<file path="src/hdl/crc8fr_pkg.sv">
// ----------------------------------------------------------------------------
// crc8fr_pkg: shared constants for the CRC-8 frame receiver
// Frame markers, store sizing, CRC polynomial and register indexes.
// ----------------------------------------------------------------------------
package crc8fr_pkg;

	localparam int MAX_FRAME   = 32;
	localparam int STORE_DEPTH = MAX_FRAME - 1;
	localparam int ADDR_W      = $clog2(STORE_DEPTH);
	localparam int CNT_W       = $clog2(MAX_FRAME);

	localparam logic [7:0] START_MARK = 8'h3E;
	localparam logic [7:0] END_MARK   = 8'h00;
	localparam logic [7:0] CRC_POLY   = 8'h07;
	localparam int         MIN_BODY   = 3;

	localparam logic [15:0] TIMEOUT_RESET = 16'd500;

	localparam int CFG_IDX_W  = 2;
	localparam int CFG_DATA_W = 16;

	localparam logic [CFG_IDX_W-1:0] CFG_NODE_TYPE = 2'd0;
	localparam logic [CFG_IDX_W-1:0] CFG_NODE_ID   = 2'd1;
	localparam logic [CFG_IDX_W-1:0] CFG_TIMEOUT   = 2'd2;

	localparam logic OP_BYTE = 1'b0;
	localparam logic OP_TICK = 1'b1;

endpackage

</file>
<file path="src/hdl/crc8_frame_receiver.sv">
// ----------------------------------------------------------------------------
// crc8_frame_receiver: length-prefixed serial deframer with CRC-8/SMBus check
//
// Input words carry either a received byte (opcode 0) or a timer tick
// (opcode 1). Frames are start 0x3E, length, body, CRC-8 (poly 0x07, init 0,
// over length and body), end 0x00. A frame whose node type and node id match
// the configured registers emits one output word per payload byte, each with
// the command byte, or one empty word; last marks the final word.
// Start, CRC, end, tick and oversized length words are taken without a stall.
// Other length and body bytes are accepted and then run through the bit-serial
// CRC shifter, during which in_stall is high. After the end byte each payload
// word passes through RAM read, output load and handoff, and an empty word
// goes straight to handoff, where out_stall can hold it; no input is taken
// until the last word of the frame has left.
// Reset returns to hunting for the start byte with registers at node type 0,
// node id 0 and a timeout of 500 ticks. The body store needs no clearing.
// While out_stall is high the output word holds and the input stays stalled.
// ----------------------------------------------------------------------------
module crc8_frame_receiver (
	input  logic                                  clk,
	input  logic                                  arst_n,
	input  logic                                  in_valid,
	output logic                                  in_stall,
	input  logic                                  opcode,
	input  logic [7:0]                            rx_byte,
	output logic                                  out_valid,
	input  logic                                  out_stall,
	output logic [7:0]                            command,
	output logic [7:0]                            payload_byte,
	output logic                                  byte_present,
	output logic                                  last,
	input  logic                                  cfg_we,
	input  logic [crc8fr_pkg::CFG_IDX_W-1:0]      cfg_index,
	input  logic [crc8fr_pkg::CFG_DATA_W-1:0]     cfg_data
);

	import crc8fr_pkg::*;

	typedef enum logic [3:0] {
		S_HUNT,
		S_LEN,
		S_BODY,
		S_CRC,
		S_END,
		S_CALC,
		S_FETCH,
		S_LOAD,
		S_DRAIN
	} state_t;

	state_t             state_q;
	state_t             ret_q;
	logic [CNT_W-1:0]   len_q;
	logic [CNT_W-1:0]   cnt_q;
	logic [7:0]         crc_q;
	logic [2:0]         bit_q;
	logic [15:0]        tick_q;
	logic [7:0]         type_q;
	logic [7:0]         id_q;
	logic [7:0]         cmd_q;
	logic [ADDR_W-1:0]  emit_idx_q;
	logic [7:0]         node_type_q;
	logic [7:0]         node_id_q;
	logic [15:0]        timeout_q;
	logic               out_valid_q;
	logic [7:0]         payload_q;
	logic               present_q;
	logic               last_q;

	logic               in_take;
	logic               byte_take;
	logic               tick_take;
	logic               out_take;
	logic [16:0]        tick_next;
	logic [CNT_W-1:0]   cnt_next;
	logic               frame_ok;
	logic               ram_we;
	logic               ram_re;
	logic [7:0]         ram_rdata;

	assign in_stall  = !(state_q == S_HUNT || state_q == S_LEN || state_q == S_BODY ||
		state_q == S_CRC || state_q == S_END);
	assign in_take   = in_valid && !in_stall;
	assign byte_take = in_take && (opcode == OP_BYTE);
	assign tick_take = in_take && (opcode == OP_TICK);
	assign out_take  = out_valid_q && !out_stall;
	assign tick_next = {1'b0, tick_q} + 17'd1;
	assign cnt_next  = cnt_q + CNT_W'(1);
	assign frame_ok  = (len_q >= CNT_W'(MIN_BODY)) && (type_q == node_type_q) &&
		(id_q == node_id_q);
	assign ram_we    = byte_take && (state_q == S_BODY);
	assign ram_re    = (state_q == S_FETCH);

	crc8fr_ram #(
		.WIDTH(8),
		.DEPTH(STORE_DEPTH)
	) u_store (
		.clk  (clk),
		.we   (ram_we),
		.waddr(cnt_q[ADDR_W-1:0]),
		.wdata(rx_byte),
		.re   (ram_re),
		.raddr(emit_idx_q),
		.rdata(ram_rdata)
	);

	always_ff @(posedge clk or negedge arst_n) begin
		if (!arst_n) begin
			node_type_q <= '0;
			node_id_q   <= '0;
			timeout_q   <= TIMEOUT_RESET;
		end else if (cfg_we) begin
			unique case (cfg_index)
				CFG_NODE_TYPE: node_type_q <= cfg_data[7:0];
				CFG_NODE_ID:   node_id_q   <= cfg_data[7:0];
				CFG_TIMEOUT:   timeout_q   <= cfg_data;
				default: ;
			endcase
		end
	end

	always_ff @(posedge clk or negedge arst_n) begin
		if (!arst_n) begin
			state_q     <= S_HUNT;
			ret_q       <= S_HUNT;
			len_q       <= '0;
			cnt_q       <= '0;
			crc_q       <= '0;
			bit_q       <= '0;
			tick_q      <= '0;
			emit_idx_q  <= '0;
			out_valid_q <= 1'b0;
			payload_q   <= '0;
			present_q   <= 1'b0;
			last_q      <= 1'b0;
		end else begin
			if (tick_take && (state_q == S_BODY || state_q == S_CRC || state_q == S_END)) begin
				if (tick_next > {1'b0, timeout_q}) begin
					state_q <= S_HUNT;
				end else begin
					tick_q <= tick_next[15:0];
				end
			end
			unique case (state_q)
				S_HUNT: begin
					if (byte_take && rx_byte == START_MARK) begin
						state_q <= S_LEN;
					end
				end
				S_LEN: begin
					if (byte_take) begin
						if (rx_byte > 8'(STORE_DEPTH)) begin
							state_q <= S_HUNT;
						end else begin
							len_q   <= rx_byte[CNT_W-1:0];
							cnt_q   <= '0;
							tick_q  <= '0;
							crc_q   <= rx_byte;
							bit_q   <= '0;
							ret_q   <= (rx_byte == 8'd0) ? S_CRC : S_BODY;
							state_q <= S_CALC;
						end
					end
				end
				S_BODY: begin
					if (byte_take) begin
						crc_q   <= crc_q ^ rx_byte;
						cnt_q   <= cnt_next;
						bit_q   <= '0;
						ret_q   <= (cnt_next >= len_q) ? S_CRC : S_BODY;
						state_q <= S_CALC;
					end
				end
				S_CRC: begin
					if (byte_take) begin
						state_q <= (rx_byte == crc_q) ? S_END : S_HUNT;
					end
				end
				S_END: begin
					if (byte_take) begin
						state_q <= S_HUNT;
						if (rx_byte == END_MARK && frame_ok) begin
							if (len_q == CNT_W'(MIN_BODY)) begin
								out_valid_q <= 1'b1;
								payload_q   <= '0;
								present_q   <= 1'b0;
								last_q      <= 1'b1;
								state_q     <= S_DRAIN;
							end else begin
								emit_idx_q <= ADDR_W'(MIN_BODY);
								state_q    <= S_FETCH;
							end
						end
					end
				end
				S_CALC: begin
					crc_q <= crc_q[7] ? ({crc_q[6:0], 1'b0} ^ CRC_POLY) : {crc_q[6:0], 1'b0};
					bit_q <= bit_q + 3'd1;
					if (bit_q == 3'd7) begin
						state_q <= ret_q;
					end
				end
				S_FETCH: begin
					state_q <= S_LOAD;
				end
				S_LOAD: begin
					out_valid_q <= 1'b1;
					payload_q   <= ram_rdata;
					present_q   <= 1'b1;
					last_q      <= (CNT_W'(emit_idx_q) == len_q - CNT_W'(1));
					state_q     <= S_DRAIN;
				end
				S_DRAIN: begin
					if (out_take) begin
						out_valid_q <= 1'b0;
						if (last_q) begin
							state_q <= S_HUNT;
						end else begin
							emit_idx_q <= emit_idx_q + ADDR_W'(1);
							state_q    <= S_FETCH;
						end
					end
				end
				default: state_q <= S_HUNT;
			endcase
		end
	end

	always_ff @(posedge clk) begin
		if (ram_we) begin
			unique case (cnt_q)
				CNT_W'(0): type_q <= rx_byte;
				CNT_W'(1): id_q   <= rx_byte;
				CNT_W'(2): cmd_q  <= rx_byte;
				default: ;
			endcase
		end
	end

	assign out_valid    = out_valid_q;
	assign command      = cmd_q;
	assign payload_byte = payload_q;
	assign byte_present = present_q;
	assign last         = last_q;

	a_out_blocks_in: assert property (@(posedge clk) disable iff (!arst_n)
		out_valid |-> in_stall)
		else $error("input taken while an output word is pending");

	a_body_busy: assert property (@(posedge clk) disable iff (!arst_n)
		(in_valid && !in_stall && opcode == OP_BYTE && state_q == S_BODY) |=> in_stall)
		else $error("body byte not followed by CRC shift cycles");

	a_count_bound: assert property (@(posedge clk) disable iff (!arst_n)
		(state_q == S_BODY) |-> (cnt_q < len_q))
		else $error("body count reached frame length while still in body");

	a_last_ends: assert property (@(posedge clk) disable iff (!arst_n)
		(out_valid && !out_stall && last) |=> (!out_valid && state_q == S_HUNT))
		else $error("frame emission did not end after last word");

endmodule

</file>
<file path="src/hdl/crc8fr_ram.sv">
// ----------------------------------------------------------------------------
// crc8fr_ram: generic single-port-write, single-port-read RAM
// One write and one registered read per cycle.
// ----------------------------------------------------------------------------
module crc8fr_ram #(
	parameter int WIDTH = 8,
	parameter int DEPTH = 31
) (
	input  logic                     clk,
	input  logic                     we,
	input  logic [$clog2(DEPTH)-1:0] waddr,
	input  logic [WIDTH-1:0]         wdata,
	input  logic                     re,
	input  logic [$clog2(DEPTH)-1:0] raddr,
	output logic [WIDTH-1:0]         rdata
);

	logic [WIDTH-1:0] mem_q [DEPTH];
	logic [WIDTH-1:0] rdata_q;

	always_ff @(posedge clk) begin
		if (we) begin
			mem_q[waddr] <= wdata;
		end
		if (re) begin
			rdata_q <= mem_q[raddr];
		end
	end

	assign rdata = rdata_q;

endmodule

</file>
<file path="config.mk">
export PLATFORM = sky130hd
export DESIGN_NAME = crc8_frame_receiver
export DESIGN_NICKNAME = d
export VERILOG_FILES = /design/src/hdl/crc8fr_pkg.sv /design/src/hdl/crc8_frame_receiver.sv /design/src/hdl/crc8fr_ram.sv
export SDC_FILE = /design/constraint.sdc
export NUM_CORES = 1
export LEC_CHECK = 0
export ABC_AREA = 1
export BUFFER_PORTS_ARGS = -buffer_cell sky130_fd_sc_hd__buf_2
export CORE_MARGIN = 2
export CORE_UTILIZATION = 61
export CTS_BUF_LIST = sky130_fd_sc_hd__clkbuf_16
export DETAILED_ROUTE_END_ITERATION = 16
export HOLD_SLACK_MARGIN = 0.06
export PLACE_DENSITY = 0.89
export SETUP_SLACK_MARGIN = 0.5
export SLEW_MARGIN = 40
export SYNTH_ARGS = -nofsm -noshare
export SYNTH_HDL_FRONTEND = slang
export SYNTH_SLANG_ARGS = --single-unit
export TNS_END_PERCENT = 100
</file>
<file path="constraint.sdc">
create_clock -name clk -period 7.6 [get_ports clk]
set_input_delay 0.76 -clock clk [delete_from_list [all_inputs] [get_ports clk]]
set_output_delay 0.76 -clock clk [all_outputs]
set_load 0.01 [all_outputs]
</file>
==> results.py, run 1 <==
metrics = {
    "global_routing": {
        "grt_pass1_vias": 11700,
        "grt_max_degree": 123,
        "grt_antenna_before_repair": 0,
        "grt_remaining_overflow": 0,
        "grt_pass1_wl_microns": 62800,
        "track_usage": 0.284,
    },
    "worst_setup_path": {
        "critical_path.startpoint_type": "flip-flop",
        "crit_fanout": 76,
        "cp-startpoint": "emit_idx_q[1]",
        "cp.arrival_ns": 3.59,
        "end_kind": "flip-flop",
        "worstSetupPathType": "flip-flop to flip-flop",
        "worstRegToRegCells": 8,
        "worstSetupEndpoint": "u_store.rdata[6]",
        "r2r-start": "emit_idx_q[1]",
        "r2r_slack_ns": 4.30,
        "timing.rr.end": "u_store.rdata[6]",
        "cp.required_ns": 7.89,
    },
    "clock_network": {
        "cts_setup_buffers": 0,
        "postCtsResizedCells": 0,
        "htree_levels": 2,
        "worstSkewPairLatency_ns": 0.55,
        "clk_pin_slew_ns": 0.06,
        "cts_tree": "built",
        "cts_buffers": 38,
        "ctsHoldBuffers": 0,
        "root_buffer": "clkbuf_16",
        "cts.path.max_buffers": 3,
        "cts_sinks": 371,
    },
    "power": {
        "power_frac_seq": 0.417,
        "p_clk_frac": 0.321,
        "pwr-share-comb": 0.262,
        "p_int_uw": 3940,
        "peakVddDrop_uv": 240,
        "switching_share": 0.336,
        "powerDensity_nw_per_um2": 326,
        "switchingPower_uw": 1990,
        "power_uw": 5930,
        "p_leak_uw": 0.00692,
    },
    "floorplanning": {
        "ios": 52,
        "initial_utilization": 0.625,
        "die_w_microns": 168,
        "core_area_sq_um": 26200,
        "die-area_sq_um": 28200,
        "die_h_microns": 168,
        "num_rows": 59,
    },
    "final_layout": {
        "utilization": 0.694,
        "largest_reg_flops": 248,
        "top_register": "u_store.mem_q",
        "areaGrowthSynthToFinish_pct": 11.1,
        "multi_input_area_sq_um": 5010,
        "seq_area_sq_um": 10700,
        "fin_nets": 1616,
        "antenna_cells": 0,
        "layout-drive-gt1-share": 0.106,
        "top_regs": "u_store.mem_q x248, tick_q x16, timeout_q x16",
        "filler_cell_count": 1671,
    },
    "yosys": {
        "avgSynthCellArea_sq_um": 10.8,
        "netlist.area_leader.share": 0.514,
        "synthCells": 1514,
        "synth_area_sq_um": 16400,
        "ys_ff_latch": 371,
        "synth_warnings": 0,
        "syn_nets": 1577,
        "yosys.area.top_type": "edfxtp_1",
        "synth_area_leaders": "edfxtp_1, dfrtp_1, o21ai_0",
        "synth_edf_count": 280,
        "synth.distinct_cells": 44,
        "ys_async_sr_fraction": 0.245,
        "synth.yosys.seq_area_share": 0.653,
        "synth_ff_type": "edfxtp_1",
    },
    "sta": {
        "fin_crit_ns": 3.30,
        "worst_pin_slew_ns": 0.864,
        "slew_headroom": 0.423,
        "maxSlewViolCount": 0,
        "worst_slack_ns": 4.30,
        "period_share": 0.434,
        "finalHoldViolCount": 0,
        "fin_tns_setup_ns": 0,
        "fin_skew_ns": 0.0206,
        "whs_ns": 0.206,
        "setup_violations": 0,
        "fmax_mhz": 303,
        "grt_setup_unrepaired": "false",
    },
    "worst_hold_path": {
        "hold_class": "input port to asynchronous set/reset pin",
    },
    "placement": {
        "port_buffers": 51,
        "post-dp-hpwl_microns": 23700,
        "post-place-ws_ns": 4.42,
        "gp_congestion": 0.913,
    },
    "drt": {
        "viasPerCell": 6.29,
        "routedWlPerCell_microns": 20.7,
        "drt_iter0_markers": 1659,
        "first_pass_iters": 6,
        "ant_nets": 0,
        "vias": 12000,
        "post-route-drc-count": 0,
        "routed_wl_microns": 39600,
    },
    "status": {
        "status": "finished, final reports clean",
    },
    "job": {
        "cap_violations": 0,
    },
}
[cells by family (layout without fill, tap and decap cells)]
family	after synthesis	after routing	share of synthesized area
XOR/XNOR	44	44	0.0235
adder cells (fa/ha/maj)	31	31	0.0237
AO/OA/AOI/OAI	331	331	0.114
flip-flops	371	371	0.653
buffers and inverters	178	244	0.0428
AND/OR/NAND/NOR	559	559	0.143
[power by group through the flow]
stage          logic, uW  registers (uW)  clock network, uW
5_1_grt             1710            2490               2000
3_3_place_gp        1390            2500                  0
4_1_cts             1510            2470               1910
2_1_floorplan       1130            2430                  0
6_report            1550            2470               1900
3_5_place_dp        1470            2500                  0
[critical path, stage by stage, from the launching register on]
cell and delay (ns):
dfrtp_2 0.35, buf_4 0.60, clkinv_1 0.79, buf_4 0.49, o21ai_0 0.17, o22ai_1 0.14
o211ai_1 0.18, nand4_1 0.13, and2_1 0.17
[final cells by class]
| type | instances | area share |
|---|---|---|
| tap | 335 | 0.0230 |
| sequential | 371 | 0.588 |
| multi-input combinational | 965 | 0.275 |
| inverter | 112 | 0.0231 |
| timing repair buffer | 65 | 0.0203 |
| clock inverter | 29 | 0.0175 |
| clock buffer | 38 | 0.0523 |
[cells in the mapped netlist, types with 4 or more instances]
cell,number
xnor2_1,25
nor2_1,228
o22ai_1,38
dfrtp_1,85
o211ai_1,25
a21oi_1,48
xor2_1,19
nand3_1,54
nand2_1,229
nand4_1,13
nand2_2,5
edfxtp_1,280
clkbuf_1,50
o21ai_0,173
o21ai_1,8
dfstp_2,6
o221ai_1,14
nor3_1,12
a31oi_1,13
nor2_2,4
ha_1,31
inv_2,6
inv_1,103
buf_2,11
[layer usage]
| metal | global-route usage | vias to the layer above | routed length [microns] |
|---|---|---|---|
| li1 | - | 5354 | - |
| met1 | 0.382 | 5729 | 14800 |
| met2 | 0.460 | 811 | 18900 |
| met3 | 0.0574 | 144 | 4260 |
| met4 | 0.118 | 0 | 1560 |
| met5 | 0 | - | 0 |
[through the flow]
stage | instance area, sq um | cells
2_1_floorplan | 16400 | 1514
3_3_place_gp | 16900 | 1848
3_5_place_dp | 16900 | 1848
4_1_cts | 18200 | 1915
5_1_grt | 18200 | 1915
6_report | 18200 | 1915
[worst min path at each step]
stage                 start       endpoint  slack [ns]
6_report             arst_n  timeout_q[12]        0.21
5_1_grt              arst_n  timeout_q[10]        0.25
4_1_cts              arst_n  timeout_q[12]        0.23
3_5_place_dp   byte_present   byte_present        0.45
3_3_place_gp       ret_q[1]       ret_q[1]        0.43
2_1_floorplan      ret_q[1]       ret_q[1]        0.42
[cell usage in the layout (no fill, tap or decap), drive strengths merged, types with 6 or more instances in the layout]
master and n:
edfxtp 280, nand2 236, nor2 236, o21ai 181
inv 115, dfrtp 85, buf 64, nand3 54
a21oi 49, clkbuf 39, o22ai 38, ha 31
xnor2 25, o211ai 25, clkinv 20, xor2 19
o221ai 14, nor3 14, nand4 13, a31oi 13
bufinv 6, dfstp 6
No activity file was read; power rests on OpenSTA's default activity.
==> run 2: changes to the inputs <==
==> constraint.sdc (replaced) <==
create_clock -name clk -period 3.4 [get_ports clk]
set_input_delay 0.34 -clock clk [delete_from_list [all_inputs] [get_ports clk]]
set_output_delay 0.34 -clock clk [all_outputs]
set_load 0.01 [all_outputs]
==> run 2 against run 1 <==
  * Clock skew fell by 0.010 ns
  * Worst setup slack worse by 3.7 ns
  * Sequential power grew 120%
  * Critical endpoint is now tick_q[6]
  * Register-to-register slack lost 3.7 ns
  * Critical path depth grew 9
  * Largest cell class unchanged
  * Global-route usage up 0.68 points
  * Power rose by 120%
==> results.py, run 2 (synthesis results as in run 1) <==
metrics = {
    "status": {
        "status": "finished, final reports clean",
    },
    "final_layout": {
        "filler_cell_count": 1622,
        "antenna_cells": 0,
        "top_regs": "u_store.mem_q x248, tick_q x16, timeout_q x16",
        "final_cell_mix": "edfxtp_1, nand2_1, nor2_1",
        "layout-drive-gt1-share": 0.126,
        "utilization": 0.707,
        "top_register": "u_store.mem_q",
        "layout_commonest_cell": "edfxtp_1",
        "largest_reg_flops": 248,
        "fin_nets": 1658,
        "areaGrowthSynthToFinish_pct": 13.2,
    },
    "global_routing": {
        "grt_pass1_wl_microns": 63600,
        "grt_antenna_before_repair": 1,
        "grt_remaining_overflow": 0,
        "grt_pass1_vias": 11900,
        "track_usage": 0.291,
        "grt_max_degree": 125,
    },
    "sta": {
        "fin_crit_ns": 2.79,
        "setup_violations": 0,
        "maxSlewViolCount": 0,
        "finalHoldViolCount": 0,
        "fmax_mhz": 358,
        "slew_headroom": 0.391,
        "worst_pin_slew_ns": 0.914,
        "whs_ns": 0.0790,
        "period_share": 0.822,
        "fin_skew_ns": 0.0106,
        "grt_setup_unrepaired": "true",
        "fin_tns_setup_ns": 0,
    },
    "worst_setup_path": {
        "critPathSlowestCell": "dfrtp_1",
        "cp_slowest_stage_delay_ns": 0.43,
        "crit_buf_inv": 3,
        "timing.rr.end": "tick_q[6]",
        "critical_path.startpoint_type": "flip-flop",
        "worstPathCellList": "nand3_1 > nor2_2 > inv_1 > nor2_1 > nand2_1 > nor2_1 > xor2_1 > ha_1 > inv_1 > nor2_2 > nand4_1 > nor3_2 > nand2_2 > nand2_8 > buf_8 > a21oi_1 > nor3_1",
        "r2r_slack_ns": 0.61,
        "cp_top_family": "simple AND/OR/NAND/NOR gates",
        "cp.arrival_ns": 3.23,
        "worstSetupPathType": "flip-flop to flip-flop",
        "end_kind": "flip-flop",
        "cp.required_ns": 3.84,
        "worstRegToRegCells": 17,
        "crit_fanout": 7,
        "r2r-start": "tick_q[2]",
    },
    "floorplanning": {
        "ios": 52,
        "initial_utilization": 0.625,
        "core_area_sq_um": 26200,
        "die_w_microns": 168,
        "die-area_sq_um": 28200,
        "num_rows": 59,
        "die_h_microns": 168,
    },
    "placement": {
        "port_buffers": 51,
        "post-dp-hpwl_microns": 24600,
        "gp_congestion": 0.912,
    },
    "drt": {
        "drt_iter0_markers": 1719,
        "ant_nets": 0,
        "vias": 12400,
        "routed_wl_microns": 41300,
        "first_pass_iters": 6,
        "post-route-drc-count": 0,
        "routedWlPerCell_microns": 21.1,
        "viasPerCell": 6.33,
    },
    "clock_network": {
        "cts_tree": "built",
        "htree_levels": 2,
        "cts.path.max_buffers": 3,
        "worstSkewPairLatency_ns": 0.53,
        "cts_sinks": 371,
        "root_buffer": "clkbuf_16",
        "cts_buffers": 38,
        "clk_pin_slew_ns": 0.06,
    },
    "worst_hold_path": {
        "whs_endpoint": "timeout_q[15]",
        "hold_start": "cfg_data[15]",
        "hold_class": "input port to flip-flop",
        "hold_depth": 3,
    },
    "power": {
        "p_leak_uw": 0.00716,
        "peakVddDrop_uv": 611,
        "powerDensity_nw_per_um2": 715,
    },
    "job": {
        "cap_violations": 0,
    },
}
[run 2: worst max path at each step]
stage                          from    endpoint  depth (start not counted)
after floorplan           tick_q[0]  tick_q[14]                         17
after global placement    tick_q[0]   tick_q[9]                         17
after detailed placement  tick_q[0]   tick_q[5]                         17
after CTS                 tick_q[0]   tick_q[9]                         17
after global routing      tick_q[2]   tick_q[7]                         17
final                     tick_q[2]   tick_q[6]                         17
[run 2: repair_timing]
item	CTS	global route
endpoints found under the setup margin	0	19
gates resized for setup	0	28
setup buffers	0	6
hold endpoints to repair	55	0
hold buffers	1	0
[run 2: worst min-delay path, cell delays in order]
cell and delay [ns]:
buf_2 0.07, nor2_1 0.04, a21oi_1 0.10
[run 2: layer usage]
metal,wire length [microns],track usage,up-vias
met3,4760,0.0637,172
li1,-,-,5451
met2,19700,0.479,917
met5,0,0,-
met1,15000,0.376,5850
met4,1930,0.132,0
[run 2: stage by stage]
stage / worst slack, ns / std cells / power, uW / area [sq um]
2_1_floorplan: 0.715 / 1514 / 7950 / 16400
3_3_place_gp: 0.640 / 1881 / 8780 / 17100
3_5_place_dp: 0.563 / 1881 / 8980 / 17100
4_1_cts: 0.545 / 1949 / 13100 / 18400
5_1_grt: 0.379 / 1957 / 13800 / 18500
6_report: 0.606 / 1957 / 13200 / 18500
[run 2: layout make-up]
class,count,area (sq um),area share
inverters,112,420,0.0227
flip-flops and latches,371,10700,0.577
well taps,335,419,0.0226
clock inverters,28,225,0.0122
multi-input cells,966,5080,0.274
clock buffers,39,976,0.0527
repair buffers,106,714,0.0385
[run 2: power breakdown]
part	switching (uW)	internal (uW)
registers	292	5160
logic	2540	1210
clock network	1660	2380
total	4490	8750
